**src/sv/zpba_pkg.sv**
```systemverilog
`default_nettype none

package zpba_pkg;

    localparam int MAX_HALF    = 15;
    localparam int SAMPLE_BITS = 16;
    localparam int HALF_BITS   = 4;
    localparam int LINE_DEPTH  = 2 * MAX_HALF + 1;
    localparam int IDX_BITS    = $clog2(LINE_DEPTH);
    localparam int SUM_BITS    = SAMPLE_BITS + $clog2(LINE_DEPTH);
    localparam int POS_BITS    = 16;
    localparam int FRAC_BITS   = 8;
    localparam int AVG_BITS    = 24;
    localparam int DVD_BITS    = SUM_BITS + FRAC_BITS;
    localparam int DIV_BITS    = $clog2(2 * MAX_HALF + 2);
    localparam int CNT_BITS    = $clog2(DVD_BITS);
    localparam int FIFO_DEPTH  = 4;
    localparam int FIFO_PTR    = $clog2(FIFO_DEPTH);

    localparam logic [HALF_BITS-1:0] HALF_RESET = HALF_BITS'(3);

    typedef logic [HALF_BITS-1:0] t_half;

    typedef struct packed {
        logic [SUM_BITS-1:0] sum;
        logic                last;
    } t_job;

    typedef struct packed {
        logic full;
        logic empty;
    } t_q_stat;

    function automatic t_half eff_half(input t_half h);
        t_half l;
        l = h;
        if (l < t_half'(1)) begin
            l = t_half'(1);
        end
        if (int'(l) > MAX_HALF) begin
            l = t_half'(MAX_HALF);
        end
        return l;
    endfunction

endpackage

`default_nettype wire

```
**src/sv/zpba_fifo.sv**
```systemverilog
`default_nettype none

module zpba_fifo
    import zpba_pkg::*;
(
    input  wire logic i_clk,
    input  wire logic i_rst_n,
    input  wire logic i_push,
    input  wire t_job i_job,
    input  wire logic i_pop,
    output t_job      o_job,
    output t_q_stat   o_stat
);

    t_job                r_mem [FIFO_DEPTH];
    logic [FIFO_PTR-1:0] r_wp;
    logic [FIFO_PTR-1:0] r_rp;
    logic [FIFO_PTR:0]   r_cnt;

    assign o_job        = r_mem[r_rp];
    assign o_stat.full  = (r_cnt == (FIFO_PTR + 1)'(FIFO_DEPTH));
    assign o_stat.empty = (r_cnt == '0);

    always_ff @(posedge i_clk) begin
        if (!i_rst_n) begin
            r_wp  <= '0;
            r_rp  <= '0;
            r_cnt <= '0;
        end else begin
            if (i_push) begin
                r_wp <= r_wp + FIFO_PTR'(1);
            end
            if (i_pop) begin
                r_rp <= r_rp + FIFO_PTR'(1);
            end
            if (i_push && !i_pop) begin
                r_cnt <= r_cnt + (FIFO_PTR + 1)'(1);
            end else if (i_pop && !i_push) begin
                r_cnt <= r_cnt - (FIFO_PTR + 1)'(1);
            end
        end
    end

    always_ff @(posedge i_clk) begin
        if (i_push) begin
            r_mem[r_wp] <= i_job;
        end
    end

    a_no_overflow: assert property (@(posedge i_clk) disable iff (!i_rst_n)
        i_push |-> !o_stat.full)
        else $error("Queue written while full.");

    a_no_underflow: assert property (@(posedge i_clk) disable iff (!i_rst_n)
        i_pop |-> !o_stat.empty)
        else $error("Queue read while empty.");

endmodule

`default_nettype wire

```
**config.mk**
```make
export PLATFORM = sky130hd
export DESIGN_NAME = zpba_fifo
export DESIGN_NICKNAME = d
export VERILOG_FILES = /design/src/sv/zpba_pkg.sv /design/src/sv/zpba_fifo.sv
export SDC_FILE = /design/constraint.sdc
export NUM_CORES = 1
export LEC_CHECK = 0
export BUFFER_PORTS_ARGS = -buffer_cell sky130_fd_sc_hd__buf_2
export CAP_MARGIN = 20
export CORE_MARGIN = 10
export CORE_UTILIZATION = 40
export CTS_CLUSTER_DIAMETER = 150
export CTS_CLUSTER_SIZE = 28
export DETAILED_ROUTE_END_ITERATION = 16
export PLACE_DENSITY = 0.69
export SYNTH_ARGS = -nofsm -noshare
export SYNTH_HDL_FRONTEND = slang
export SYNTH_SLANG_ARGS = --single-unit
export TNS_END_PERCENT = 100
```
**constraint.sdc**
```tcl
create_clock -name i_clk -period 4 [get_ports i_clk]
set_input_delay 0.2 -clock i_clk [delete_from_list [all_inputs] [get_ports i_clk]]
set_output_delay 0.2 -clock i_clk [all_outputs]
set_load 0.05 [all_outputs]
```
==> results of run 1 <==
-- cells by family after synthesis --
| kind of cell | after synthesis | share of synthesized area, % |
|---|---|---|
| AO/OA/AOI/OAI | 2 | 0.345 |
| XOR/XNOR | 5 | 1.21 |
| adder cells (fa/ha/maj) | 6 | 2.28 |
| buffers and inverters | 8 | 1.31 |
| flip-flops | 97 | 77.9 |
| multiplexers | 24 | 14.4 |
| AND/OR/NAND/NOR | 15 | 2.52 |
-- registers in the layout, indices dropped and copies added, names as in the netlist, named ones only --
name / cells
r_wp: 2
r_cnt: 3
r_mem: 88
r_rp: 2
-- stage by stage --
step                utilization [%]  hold slack (ns)
floorplan                         -            0.299
global placement               45.7            0.414
detailed placement             45.7            0.420
CTS                            47.8           0.0419
global route                   47.8           0.0405
finish                         47.8           0.0593
-- worst max path at each step --
stage / start / endpoint / slack, ns / cells past startpoint
after floorplan: r_cnt[1] / o_stat[1] / 2.30 / 1
after global placement: flip-flop / o_job[8] / 2.05 / 2
after detailed placement: flip-flop / o_job[17] / 2.06 / 2
after CTS: flip-flop / o_job[17] / 1.66 / 2
after global routing: flip-flop / o_job[8] / 1.56 / 2
final: flip-flop / o_job[17] / 1.72 / 2
-- power by group --
group	total (mW)	leakage (nW)	internal [mW]	switching [mW]
Clock	0.594	0.0933	0.289	0.305
Combinational	0.324	0.471	0.108	0.216
Sequential	1.20	0.883	1.16	0.0377
Total	2.12	1.45	1.56	0.559
-- worst max-delay path: cells and delay by family (launching register included) --
| family | cells | cell delay [ns] |
|---|---|---|
| mux | 1 | 0.63 |
| flops | 1 | 0.85 |
| buf+inv | 1 | 0.23 |
-- layout make-up --
type,count,share of cell area [%]
Clock buffer,11,3.14
Inverter,4,0.358
Clock inverter,5,1.34
Tap cell,108,3.22
Multi-Input combinational cell,52,18.0
Timing Repair Buffer,53,6.57
Sequential cell,97,67.4
-- metal layers --
layer	up-vias	global-route usage, %	share of wire (%)
met2	41	16.4	53
met4	0	3.96	1.3
met3	9	3.39	6.2
met5	-	0	0
met1	852	10.8	39
li1	757	-	-
-- cell usage in the layout (no fill, tap or decap), types with 2 or more instances in the layout --
cell,synthesis,final
edfxtp_1,88,88
buf_2,2,49
mux4_2,20,20
and2_1,9,9
clkbuf_8,0,9
dfxtp_1,9,8
ha_1,5,5
inv_1,4,4
buf_4,0,4
xor2_1,3,3
mux4_1,2,2
xnor2_1,2,2
mux2i_1,2,2
nor2b_1,2,2
clkbuf_1,0,2
clkinv_2,0,2
==> metrics, run 1 <==
Initial Utilization roughly two fifths; Resized Gates After CTS 0; first-pass GRT wire length 9600 um; ys flop type edfxtp_1; Inserted Clock Buffers 9; worst min path class input port to flip-flop; critical path capture point type output port; Final Critical Period 2.28 ns; antenna diode count 0; YS warnings 0; Final #Nets around 250; PnR Total Power 2.12 mW; Final Skew around 0.0086 ns; fraction of layout cells with a size suffix above 1 39.6%; pwr dens slightly above 500 mW/mm^2; Final WS setup between 1.5 and 2 ns; IO Count 50; synth top area cells edfxtp_1, mux4_2, dfxtp_1; Port Buffers between 40 and 50; Iteration-0 DRC Markers about 60; RePlAce Congestion between 0.6 and 0.7; register area share after synthesis between 70% and 80%; Synthesized Nets about 190; Worst Hold End r_mem[0][15]; Max VDD drop 166 uV; fillers 755; Area after DPL about 0.004 sq mm; Placed Cells incl. Taps between 300 and 400; WP data required approximately 3.8 ns; top-area cell type share of the netlist area 72.9%; die height between 100 and 150 um; Bufs on Longest Clock Path 2; synthesis-stage register bit count 97; Hold Vio Cnt, Final 0; Startpoint Class flip-flop; cell area after layout roughly 0.0042 sq mm; RSZ-0062 raised after global routing false; worst-path cell chain mux4_1 -> buf_2; CTS Hold Bufs 0; hold depth 1; Die Wd around 120 um; DR vias 1,659; leading area contributor after synthesis edfxtp_1; Syn Inst Count 157; Worst Path Arrival 2.08 ns; Slew Limit Fails 0; Hold Startpoint i_job[15]; part of the cycle the worst path needs 56.9%; CTS root buffer clkbuf_8; delay of the slowest critical-path stage around 0.85 ns; core area 0.00876 sq mm; final cell count without fillers 330; Worst R2R Path Depth 4; Pre-Repair DR Iteration Count 4; CP Class flip-flop to output port; area of the multi-input gates approximately 750 sq um; RR Startpoint r_wp[0]; r2r endpoint r_mem[0][16]; Tot GR Track Use under 10%; htree depth 3; Syn Area/Cell 23.1 sq um; register area approximately 0.0028 sq mm; flop-to-flop setup slack between 2 and 2.5 ns; Worst Max-Slew Pin Slew about 1.1 ns; CTS tree built; largest net degree at the start of global routing 23; Worst-path clk slew approximately 0.09 ns; DRT Wirelength a little over 6000 um; EDFF count, synth roughly 90; max cap viols 0; Routed WL per cell 18.4 um; CP Max Fanout 22; Post-synth top cells edfxtp_1, mux4_2, and2_1, dfxtp_1, ha_1; Vias per Instance ~5.0; leakage approximately 1.4 nW; count leader, synth edfxtp_1; row cnt 34; synth unique cells 20; hpwl dp just over 4000 um; remaining global-route overflow 0; vias in the first global route about 1.8k; synth-to-layout area growth 15.6%; max frequency around 440 MHz; DP Worst Slack 2.06 ns; setup bufs post-CTS 0; number of antenna violations at the first check in global routing 0; antenna-violating nets left 0; async set-reset flop share out of synthesis 0%; Remaining DRCs 0; Clock Latency Late Sink 0.35 ns; status finished, final reports clean; final setup fails 0; relative slew slack 29.3%; setup tns final 0 ns; Mapped Area 0.00362 sq mm; Sink Count just under 100; die footprint 0.0133 sq mm; Critical-path top delay cell dfxtp_2
(Power assumes the default switching activity.)
==> run 2, diff against run 1 <==
- PLACE_DENSITY: 0.69 -> 0.71
- clock period: 4 -> 2 ns (I/O delays scaled with it)
==> run 2 against run 1 <==
  * Via count grew 4.5%
  * Total power grew 100%
  * Sequential share of layout area shrank 3.7 points
  * First-iteration DRC count grew 3.3%
  * Clock-buffer cell count shrank 2
  * Non-clock buffer count grew 24
  * Sequential power grew 97%
  * Global-route usage grew 0.22 points
  * Clock power grew 99%
  * Wire length grew 4.6%
  * Clock skew shrank 0.0021 ns
  * Critical path type unchanged
  * Critical endpoint is now o_job[8]
  * Largest power group unchanged
==> metrics, run 2 (synthesis results as in run 1) <==
status finished, final reports clean; Clock Latency Late Sink 0.34 ns (about the same); vias in the first global route 1,912 (+4.9%); relative slew slack 77.0% (+48 points); setup tns final 0 ns (unchanged); first-pass GRT wire length 10,000 um (+4.5%); Psw 1.14 mW (+100%); remaining global-route overflow 0 (unchanged); die height 115 um (unchanged); antenna-violating nets left 0 (unchanged); antenna diode count 0 (unchanged); delay of the slowest critical-path stage 0.59 ns (-0.26 ns); CTS root buffer clkbuf_8; core area 0.00876 sq mm (unchanged); Vias per Instance 4.91 (-2.3%); die footprint 0.0133 sq mm (unchanged); worst-path cell chain buf_12 -> mux4_1 -> buf_2; htree depth 3 (unchanged); DR vias 1,733 (+4.5%); Worst Max-Slew Pin Slew 0.345 ns (-0.714 ns); setup bufs post-CTS 0 (unchanged); hpwl dp 3970 um (-3.4%); Bufs on Longest Clock Path 2 (unchanged); Inserted Clock Buffers 9 (unchanged); Remaining DRCs 0 (unchanged); Resized Gates After CTS 0 (unchanged); Sw Share 26.6% (+0.21 points); final setup fails 0 (unchanged); Worst Path Arrival 1.74 ns (-0.34 ns); Startpoint Class flip-flop; leakage 1.55 nW (+7.2%); commonest non-fill, non-tap cells in the layout edfxtp_1, buf_2, dlygate4sd3_1, mux4_2; Final Critical Period roughly 1.8 ns; top flop regs r_mem x88, r_cnt x3; RePlAce Congestion 0.639 (-1.9%); PnR Total Power 4.28 mW (+100%); fraction of layout cells with a size suffix above 1 37.1% (-2.5 points); Hold Vio Cnt, Final 0 (unchanged); Port Buffers 49 (unchanged); Pre-Repair DR Iteration Count 4 (unchanged); Worst-path clk slew 0.08 ns (about the same); DRT Wirelength 6360 um (+4.6%); most common cell after layout, fill and taps aside edfxtp_1; Tot GR Track Use 9.87% (+0.22 points); Largest register FFs 88 (unchanged); Slew Limit Fails 0 (unchanged); Routed WL per cell 18.0 um (-2.2%); Final Skew 0.00653 ns (-0.00207 ns); row cnt 34 (unchanged); CTS Hold Bufs 22 (+22); Final #Nets 273 (+9.6%); max cap viols 0 (unchanged); Max VDD drop 557 uV (+240%); pwr dens 965 mW/mm^2 (+91%); Clock Power Share 27.6% (-0.5 points); max frequency about 540 MHz; fin util 50.6% (+2.8 points); Most flops, register r_mem; Die Wd 115 um (unchanged); Iteration-0 DRC Markers 63 (+3.3%); Critical-path top delay cell mux4_1; Final WS setup 0.161 ns (-1.56 ns); part of the cycle the worst path needs between 90% and 100%; largest net degree at the start of global routing 23 (unchanged); Comb pwr share 17.3% (+2.0 points); Buf/Inv on CP 2 (+1); IO Count 50 (unchanged); CP Max Fanout 21 (-4.5%); WP data required 1.90 ns (-1.90 ns); critical path capture point type output port; Power Internal 3.14 mW (+100%); CP Class flip-flop to output port; synth-to-layout area growth 22.4%; CTS tree built; Sink Count 97 (unchanged); Reg power frac 55.1% (-1.5 points); number of antenna violations at the first check in global routing 0 (unchanged); Initial Utilization 41.3% (unchanged); CP delay by family, top multiplexers; worst min path class input port to flip-flop; DP Worst Slack 0.355 ns (-1.70 ns); RSZ-0062 raised after global routing false
[run 2: changes by cell type in the layout (fill, tap and decap cells not counted)]
cell           delta
buf_12            +1
buf_4             +1
clkbuf_1          -2
clkinv_2          +1
clkinv_4          -1
clkinvlp_4        +1
dlygate4sd3_1    +22
[run 2: path summary, 6_finish.rpt]
kind                            startpoint  endpoint  slack [ns]  cells past startpoint
worst max register to register    r_cnt[0]  r_cnt[2]        0.45                      4
worst max-delay path             flip-flop  o_job[8]        0.16                      3
worst min register to register    r_cnt[2]  r_cnt[2]        0.54                      2
worst min-delay path               i_rst_n   r_wp[0]        0.05                      2
[run 2: stage by stage]
step	hold WS (ns)	instance area (sq um)	std cells
after floorplan	0.199	3620	157
after global placement	0.312	4030	316
after detailed placement	0.318	4030	316
after CTS	0.0410	4430	353
after global routing	0.0505	4430	353
final	0.0477	4430	353
[run 2: layout make-up]
class / count / area [sq um]
inverter: 4 / 15.0
tap: 108 / 135
multi-input combinational: 52 / 753
clock inverter: 6 / 60.1
timing repair buffer: 77 / 523
sequential: 97 / 2820
fill: 739 / 4330
clock buffer: 9 / 124
[run 2: per-layer routing]
metal | track usage, % | part of all wire, % | vias to the layer above
met4 | 2.97 | 0.96 | 0
met3 | 3.75 | 4.7 | 6
met1 | 11.5 | 43 | 888
met5 | 0 | 0 | -
li1 | - | - | 801
met2 | 16.5 | 51 | 38
[run 2: power by group through the flow]
stage          Combinational [mW]  Sequential [mW]  Clock (mW)
6_report                    0.740             2.36        1.18
3_5_place_dp                0.721             2.41           0
3_3_place_gp                0.709             2.40           0
4_1_cts                     0.756             2.36        1.22
2_1_floorplan               0.531             2.40           0
5_1_grt                     0.788             2.37        1.30
[run 2: worst reg2reg max path: cells and delay by family, from the launching register on]
family / cells / cell delay (ns)
compound gates: 1 / 0.17
simple gates: 1 / 0.32
fa+ha+maj: 1 / 0.45
xor+xnor: 1 / 0.19
flops: 1 / 0.36
==> run 3, diff against run 2 <==
- CORE_UTILIZATION: 40 -> 51
- PLACE_DENSITY: 0.71 -> 0.85
==> run 3 against run 2 <==
  * Total power shrank 1.4%
  * Clock skew grew 0.0019 ns
  * Combinational power shrank 0.9%
  * Cell area shrank 0.54%
  * Non-clock buffer count is the same
  * Critical path type unchanged
  * Largest cell class unchanged
  * Largest power group unchanged
==> metrics, run 3 (synthesis results as in run 1) <==
max frequency 551 MHz (+1.3%); Area after DPL 0.00402 sq mm (-0.37%); met3 wire length 188 um (-37%); Vias per Instance 5.07 (+3.3%); Pre-Repair DR Iteration Count 4 (unchanged); hold depth 2 (unchanged); DR WL met2 3160 um (-2.6%); die footprint 0.0109 sq mm (-18%); Sink Count 97 (unchanged); cell area after layout 0.00441 sq mm (-0.54%); max layer used met4; RSZ-0062 raised after global routing false; first-pass GRT wire length 10,100 um (+0.76%); CP Class flip-flop to output port; antenna-violating nets left 0 (unchanged); Final Skew 0.00846 ns (+0.00192 ns); Worst Hold End r_cnt[0]; setup tns final 0 ns (unchanged); Slew Limit Fails 0 (unchanged); most common cell after layout, fill and taps aside edfxtp_1; r2r endpoint r_cnt[2]; antenna diode count 0 (unchanged); remaining global-route overflow 0 (unchanged); number of antenna violations at the first check in global routing 0 (unchanged); synth-to-layout area growth 21.7%; status finished, final reports clean; critical path capture point type output port; IO Count 50 (unchanged); final setup fails 0 (unchanged); Final Critical Period 1.82 ns (-0.0238 ns); Max VDD drop 597 uV (+7.2%); Remaining DRCs 0 (unchanged); RePlAce Congestion 0.666 (+4.2%); flop-to-flop setup slack 0.46 ns (about the same); Routed WL per cell 18.2 um (+0.94%); relative slew slack 77.0% (about the same); fillers 476 (-36%); htree depth 3 (unchanged); Hold Vio Cnt, Final 0 (unchanged); CTS root buffer clkbuf_8; Most flops, register r_mem; CTS Hold Bufs 22 (unchanged); hpwl dp 3900 um (-1.5%); Final #Nets 273 (unchanged); RR Startpoint r_cnt[0]; top flop regs r_mem x88, r_cnt x3; setup bufs post-CTS 0 (unchanged); Startpoint Class flip-flop; Bufs on Longest Clock Path 2 (unchanged); commonest non-fill, non-tap cells in the layout edfxtp_1, buf_2, dlygate4sd3_1, mux4_2; leakage 1.55 nW (-0.29%); vias in the first global route 1,919 (+0.37%); Die Wd 104 um (-9.5%); Clock Latency Late Sink 0.35 ns (about the same); Largest register FFs 88 (unchanged); WP data required 1.90 ns (about the same); Resized Gates After CTS 0 (unchanged); max cap viols 0 (unchanged); core area 0.00683 sq mm (-22%); Hold Startpoint i_rst_n; fin util 64.6% (+14 points); row cnt 30 (-12%); Worst Path Arrival 1.72 ns (-0.02 ns); M1 wire length 2830 um (+2.7%); CTS tree built; Initial Utilization 53.0% (+12 points); fraction of layout cells with a size suffix above 1 37.4% (+0.26 points); worst min path class input port to flip-flop; largest net degree at the start of global routing 23 (unchanged); DRT Wirelength 6220 um (-2.2%); part of the cycle the worst path needs 90.8% (-1.2 points); Worst Max-Slew Pin Slew 0.345 ns (+0.000461 ns); Port Buffers 49 (unchanged); Worst-path clk slew 0.09 ns (about the same); DR vias 1,735 (+0.12%); Worst R2R Path Depth 4 (unchanged); CP Max Fanout 20 (-4.8%); Tot GR Track Use 11.8% (+1.9 points); die height 104 um (-9.5%); Iteration-0 DRC Markers 53 (-16%); Inserted Clock Buffers 9 (unchanged); pwr dens 956 mW/mm^2 (-0.88%)
run 3: worst max-delay path by stage:
stage          cells after the start  slack [ns]  startpoint        end
6_report                           3        0.18   flip-flop  o_job[14]
3_3_place_gp                       7        0.47      i_push   r_cnt[2]
2_1_floorplan                      1        0.40    r_cnt[1]  o_stat[1]
5_1_grt                            3        0.09   flip-flop  o_job[14]
4_1_cts                            3        0.14   flip-flop   o_job[6]
3_5_place_dp                       7        0.37      i_push   r_cnt[2]
run 3: layer usage:
layer	vias up	GRT usage, %
li1	803	-
met1	887	14.6
met2	41	18.9
met3	4	3.28
met4	0	5.07
met5	-	0
run 3: stage by stage:
step | total power, mW | cells | hold WS (ns) | setup slack, ns
2_1_floorplan | 2.93 | 157 | 0.199 | 0.398
3_3_place_gp | 3.10 | 304 | 0.312 | 0.465
3_5_place_dp | 3.12 | 304 | 0.316 | 0.374
4_1_cts | 4.27 | 342 | 0.0325 | 0.144
5_1_grt | 4.42 | 342 | 0.0373 | 0.0949
6_report | 4.22 | 342 | 0.0453 | 0.184
run 3: final cells by class:
type | instances | area [sq um] | area share [%]
clock inverters | 7 | 51.3 | 1.16
flip-flops and latches | 97 | 2820 | 64.0
clock buffers | 9 | 124 | 2.81
well taps | 96 | 120 | 2.72
multi-input cells | 52 | 753 | 17.1
inverters | 4 | 15.0 | 0.340
repair buffers | 77 | 523 | 11.9
run 3: worst max-delay path, cell delays in order, from the launching register on:
cell and delay (ns):
dfxtp_2 0.39, buf_12 0.22, mux4_2 0.53, buf_2 0.23
run 3: where the power goes:
part	switching, mW	leakage, nW	internal (mW)
registers	0.0410	0.883	2.32
logic	0.481	0.577	0.252
clock network	0.662	0.0864	0.461
